===== config.mk =====
export PLATFORM = sky130hd
export DESIGN_NAME = glzw_ctrl
export DESIGN_NICKNAME = d
export VERILOG_FILES = /design/src/rtl/glzw_pkg.sv /design/src/rtl/glzw_ctrl.sv
export SDC_FILE = /design/constraint.sdc
export NUM_CORES = 1
export LEC_CHECK = 0
export BUFFER_PORTS_ARGS = -buffer_cell sky130_fd_sc_hd__buf_2
export CAP_MARGIN = 20
export CORE_MARGIN = 4
export CORE_UTILIZATION = 39
export DETAILED_ROUTE_END_ITERATION = 12
export GPL_TIMING_DRIVEN = 0
export PLACE_DENSITY_LB_ADDON = 0.15
export SYNTH_ARGS = -nofsm -noshare
export SYNTH_HDL_FRONTEND = slang
export SYNTH_SLANG_ARGS = --single-unit

===== constraint.sdc =====
create_clock -name clk -period 1.39 [get_ports clk]
set_clock_uncertainty 0.2 [all_clocks]
set_input_delay 0.2085 -clock clk [delete_from_list [all_inputs] [get_ports clk]]
set_output_delay 0.2085 -clock clk [all_outputs]
set_load 0.005 [all_outputs]

===== src/rtl/glzw_pkg.sv =====
`timescale 1ns / 1ps
`default_nettype none
package glzw_pkg;

  localparam int DICT_SLOTS  = 8192;
  localparam int SLOT_W      = $clog2(DICT_SLOTS);
  localparam int MAX_CODES   = 4096;
  localparam int CODE_W      = 12;
  localparam int KEY_W       = CODE_W + 8;
  localparam int EPOCH_W     = 4;
  localparam int ENTRY_W     = EPOCH_W + KEY_W + CODE_W;
  localparam int NFC_W       = 13;
  localparam int ACC_W       = 32;
  localparam int BITS_W      = 5;

  localparam logic [CODE_W-1:0]  CODE_CLEAR  = 12'd256;
  localparam logic [CODE_W-1:0]  CODE_END    = 12'd257;
  localparam logic [NFC_W-1:0]   FIRST_FREE  = 13'd258;
  localparam logic [3:0]         START_WIDTH = 4'd9;
  localparam logic [3:0]         TOP_WIDTH   = 4'd12;
  localparam logic [15:0]        HASH_MULT   = 16'd40503;
  localparam logic [EPOCH_W-1:0] EPOCH_FIRST = 4'd1;
  localparam logic [EPOCH_W-1:0] EPOCH_LAST  = 4'd15;

  typedef enum logic [3:0] {
    ST_SWEEP_INIT,
    ST_IDLE,
    ST_START,
    ST_HASH,
    ST_READ,
    ST_CHECK,
    ST_FULL,
    ST_SWEEP_WRAP,
    ST_EOF_A,
    ST_EOF_B,
    ST_DRAIN
  } state_t;

  typedef enum logic [1:0] {
    SEL_PREFIX,
    SEL_CLEAR,
    SEL_END
  } code_sel_t;

  typedef struct packed {
    logic      capture;
    logic      hash;
    logic      slot_inc;
    logic      append;
    code_sel_t code_sel;
    logic      use_w9;
    logic      insert;
    logic      hit_load;
    logic      dict_reset;
    logic      epoch_bump;
    logic      take_pixel;
    logic      drain;
    logic      sweep;
  } dp_cmd_t;

  typedef struct packed {
    logic open;
    logic rd_valid;
    logic rd_match;
    logic full;
    logic epoch_wrap;
    logic out_free;
    logic last_byte;
    logic sweep_last;
  } dp_status_t;

endpackage
`default_nettype wire


===== src/rtl/glzw_ctrl.sv =====
`timescale 1ns / 1ps
`default_nettype none
module glzw_ctrl (
  input  wire logic                 clk,
  input  wire logic                 rst,
  input  wire logic                 in_valid,
  input  wire logic                 in_eof,
  output logic                      in_ready,
  input  wire glzw_pkg::dp_status_t status,
  output glzw_pkg::dp_cmd_t         cmd
);
  import glzw_pkg::*;

  state_t state;
  state_t state_next;

  always_ff @(posedge clk) begin
    if (rst) begin
      state <= ST_SWEEP_INIT;
    end else begin
      state <= state_next;
    end
  end

  always_comb begin
    cmd        = '0;
    cmd.code_sel = SEL_PREFIX;
    in_ready   = 1'b0;
    state_next = state;
    unique case (state)
      ST_SWEEP_INIT: begin
        cmd.sweep = 1'b1;
        if (status.sweep_last) begin
          state_next = ST_IDLE;
        end
      end
      ST_IDLE: begin
        in_ready = 1'b1;
        if (in_valid) begin
          cmd.capture = 1'b1;
          if (in_eof) begin
            state_next = ST_EOF_A;
          end else if (status.open) begin
            state_next = ST_HASH;
          end else begin
            state_next = ST_START;
          end
        end
      end
      ST_START: begin
        cmd.append     = 1'b1;
        cmd.code_sel   = SEL_CLEAR;
        cmd.use_w9     = 1'b1;
        cmd.dict_reset = 1'b1;
        cmd.epoch_bump = 1'b1;
        cmd.take_pixel = 1'b1;
        state_next     = status.epoch_wrap ? ST_SWEEP_WRAP : ST_DRAIN;
      end
      ST_HASH: begin
        cmd.hash   = 1'b1;
        state_next = ST_READ;
      end
      ST_READ: begin
        state_next = ST_CHECK;
      end
      ST_CHECK: begin
        if (status.rd_valid && status.rd_match) begin
          cmd.hit_load = 1'b1;
          state_next   = ST_IDLE;
        end else if (status.rd_valid) begin
          cmd.slot_inc = 1'b1;
          state_next   = ST_READ;
        end else begin
          cmd.append     = 1'b1;
          cmd.take_pixel = 1'b1;
          if (status.full) begin
            state_next = ST_FULL;
          end else begin
            cmd.insert = 1'b1;
            state_next = ST_DRAIN;
          end
        end
      end
      ST_FULL: begin
        cmd.append     = 1'b1;
        cmd.code_sel   = SEL_CLEAR;
        cmd.dict_reset = 1'b1;
        cmd.epoch_bump = 1'b1;
        state_next     = status.epoch_wrap ? ST_SWEEP_WRAP : ST_DRAIN;
      end
      ST_SWEEP_WRAP: begin
        cmd.sweep = 1'b1;
        if (status.sweep_last) begin
          state_next = ST_DRAIN;
        end
      end
      ST_EOF_A: begin
        cmd.append = 1'b1;
        if (!status.open) begin
          cmd.code_sel   = SEL_CLEAR;
          cmd.use_w9     = 1'b1;
          cmd.dict_reset = 1'b1;
        end
        state_next = ST_EOF_B;
      end
      ST_EOF_B: begin
        cmd.append   = 1'b1;
        cmd.code_sel = SEL_END;
        state_next   = ST_DRAIN;
      end
      ST_DRAIN: begin
        if (status.out_free) begin
          cmd.drain = 1'b1;
          if (status.last_byte) begin
            state_next = ST_IDLE;
          end
        end
      end
      default: begin
        state_next = ST_IDLE;
      end
    endcase
  end

endmodule
`default_nettype wire


==> flow_summary.yaml <==
outcome:
  outcome: "finished, violations left"
  violations: "setup timing"
critical_path:
  cp.buffers_inverters: 3
  endpoint_kind: "output pin"
  startpoint_type: "flop"
  crit_chain: "buf_6 -> buf_6 -> nand2_4 -> nor3_4 -> o31a_1 -> buf_2"
  cpLargestDelayFamily: "buffers and inverters"
  crit_path_frequent_cell: "buf_6"
  required_ns: 0.98
  crit_fanout: 6
  slowest_stage: "dfxtp_4"
  arrival_ns: 1.29
  crit_type: "reg -> out"
  slowest_delay_ns: 0.35
drt:
  met3WireLength_um: 127
  wl_um: 2040
  m1WireLength_um: 844
  wl_per_cell_um: 16.1
  highest_layer: "met4"
  final_antenna_net_count: 0
  drt_iter0_markers: 23
  via_count: 715
  dr_wl_met2_um: 1030
  drc: 0
  first_pass_iters: 4
  avgViaCountPerCell: 5.63
finish:
  regMostFlops: "state"
  drive_above_1_share_pct: 63.7
  nFillCells: 81
  fin_nets: 127
  diodes: 0
  seq_area_um2: 92.6
  largestRegisters: "state x4"
  synthToLayoutAreaGrowth_pct: 85.4
  stdcell_area_um2: 972
  largest_reg_flops: 4
  multi_input_area_um2: 499
clock_tree:
  clk_pin_slew_ns: 0.04
  cts_tree: "done"
  clockBufferDepth: 2
  insertion_delay_ns: 0.23
  cts_sinks: 4
  cts_root_buf: "clkbuf_4"
  cts_max_level: 1
  cts_buffers: 3
die:
  rows: 12
  coreArea_um2: 1190
  io_pins: 27
  die_width_um: 44.7
  die_h_um: 44.7
  start_util_pct: 44.2
  die-area_um2: 1990
synthesis:
  yosysMostFrequentCell: "a21oi_1"
  yosys_warnings: 0
  synthesis.area_um2: 524
  synth_edf_count: 0
  synth_seq_area_share_pct: 15.3
  synth_area_leaders: "dfxtp_1 15%, a21oi_1 7.6%, nor4b_2 5.7%"
  syn_avg_cell_area_um2: 7.49
  synth_ff_type: "dfxtp_1"
  yosys-top-cells-count: "8 x a21oi_1, 6 x nor2_1, 4 x buf_2, 4 x dfxtp_1, 4 x nand2_1"
  syn_inst: 70
  ys_seq_elements: 4
  synth_cell_types: 33
  synth_top_area_share_pct: 15.3
  async_flop_share_pct: 0
  synth_fp_nets: 82
  synth_top_cell_by_area: "dfxtp_1"
timing:
  setup_viol: 19
  slew_viol_final: 0
  setup_tns_ns: -4.59
  rsz0062_at_grt: "true"
  post-route-period-util_pct: 122
  max_slew_margin_pct: 78.8
  fmax_mhz: 589
  setup_slack_ns: -0.307
  worst_pin_slew_ns: 0.317
  finalWorstPathRequiredPeriod_ns: 1.70
  hold_slack_ns: 0.0974
  hold_violations: 0
power_and_ir_drop:
  internal_power_mw: 1.18
  p_comb_share_pct: 80.4
  p_per_area_nw_per_um2: 2060
  power_switching_uw: 823
  power_mw: 2.00
  pwr-share-seq_pct: 12.6
  p_leak_nw: 0.445
  peakVddDrop_mv: 1.24
  p_clk_share_pct: 7.0
  switching_share_pct: 41.2
placement:
  pre_cts_slack_ns: -0.280
  io_buffer_count: 26
  place.gp.congestion: 0.826
  dp_hpwl_um: 1170
  placed_cell_area_um2: 686
min_path:
  hp-class: "in -> reg"
global_routing:
  antenna_found_initial: 0
  track_usage_pct: 18.7
  grt_max_degree: 11
  grt-ovfl-total: 0
  grt_pass1_wl_um: 2820
  grt_pass1_vias: 640
job:
  cap_violations: 0
[layer usage]
metal | up-vias | GRT usage (%)
met3 | 4 | 4.07
met2 | 26 | 31.5
li1 | 350 | -
met5 | - | 0
met4 | 0 | 5.42
met1 | 335 | 23.3
[final timing paths]
check        startpoint       end  slack (ns)  depth (start not counted)
max            state[2]   cmd[10]       -0.31                          6
min           status[1]  state[3]         0.1                          4
max reg2reg    state[2]  state[2]       -0.29                          6
min reg2reg    state[1]  state[1]        0.48                          3
[cells in the final DEF, fill, tap and decap left out, types with 3 or more instances in the layout]
cell,netlist,routed
buf_2,4,25
dfxtp_4,0,3
clkbuf_4,0,3
o21ai_0,3,3
nand2_1,4,3
buf_4,0,6
buf_6,1,13
a21oi_1,8,6
nor2_1,6,5
[layout make-up]
| type | count | area share [%] |
|---|---|---|
| Tap cell | 14 | 1.80 |
| Sequential cell | 4 | 9.52 |
| Timing Repair Buffer | 40 | 27.8 |
| Inverter | 3 | 1.42 |
| Clock buffer | 3 | 2.32 |
| Buffer | 5 | 5.79 |
| Multi-Input combinational cell | 58 | 51.4 |
[power groups by stage]
stage | registers (mW) | logic (mW) | clock network, mW
2_1_floorplan | 0.205 | 0.697 | 0
3_3_place_gp | 0.219 | 0.946 | 0
3_5_place_dp | 0.223 | 0.954 | 0
4_1_cts | 0.244 | 1.27 | 0.156
5_1_grt | 0.261 | 1.71 | 0.155
6_report | 0.251 | 1.61 | 0.140
[repair_timing]
action | 4_1_cts | 5_1_grt
endpoints found under the setup margin | 19 | 19
hold buffers | 1 | 0
gates cloned | 1 | 0
hold endpoints to repair | 4 | 0
setup buffers | 8 | 4
pin swaps | 7 | 15
gates resized for setup | 28 | 18
[kinds of logic (layout without fill, tap and decap cells)]
family                 count (synthesis)  in the layout  share of synthesized area, %
flip-flops                             4              4                          15.3
buffers and inverters                  8             51                          8.11
AO/OA/AOI/OAI                         23             23                          31.0
AND/OR/NAND/NOR                       34             34                          42.7
multiplexers                           1              1                          2.86
[through the flow]
step,utilization (%),cells
after floorplan,-,70
after global placement,57.8,110
after detailed placement,57.8,110
after CTS,72.8,123
after global routing,82.0,127
final,82.0,127
[worst min-delay path: cells and delay by family]
kind,cells,cell delay (ns)
compound gates,1,0.05
buf+inv,1,0.08
simple gates,2,0.15
Power figures use the tool's default switching activity.
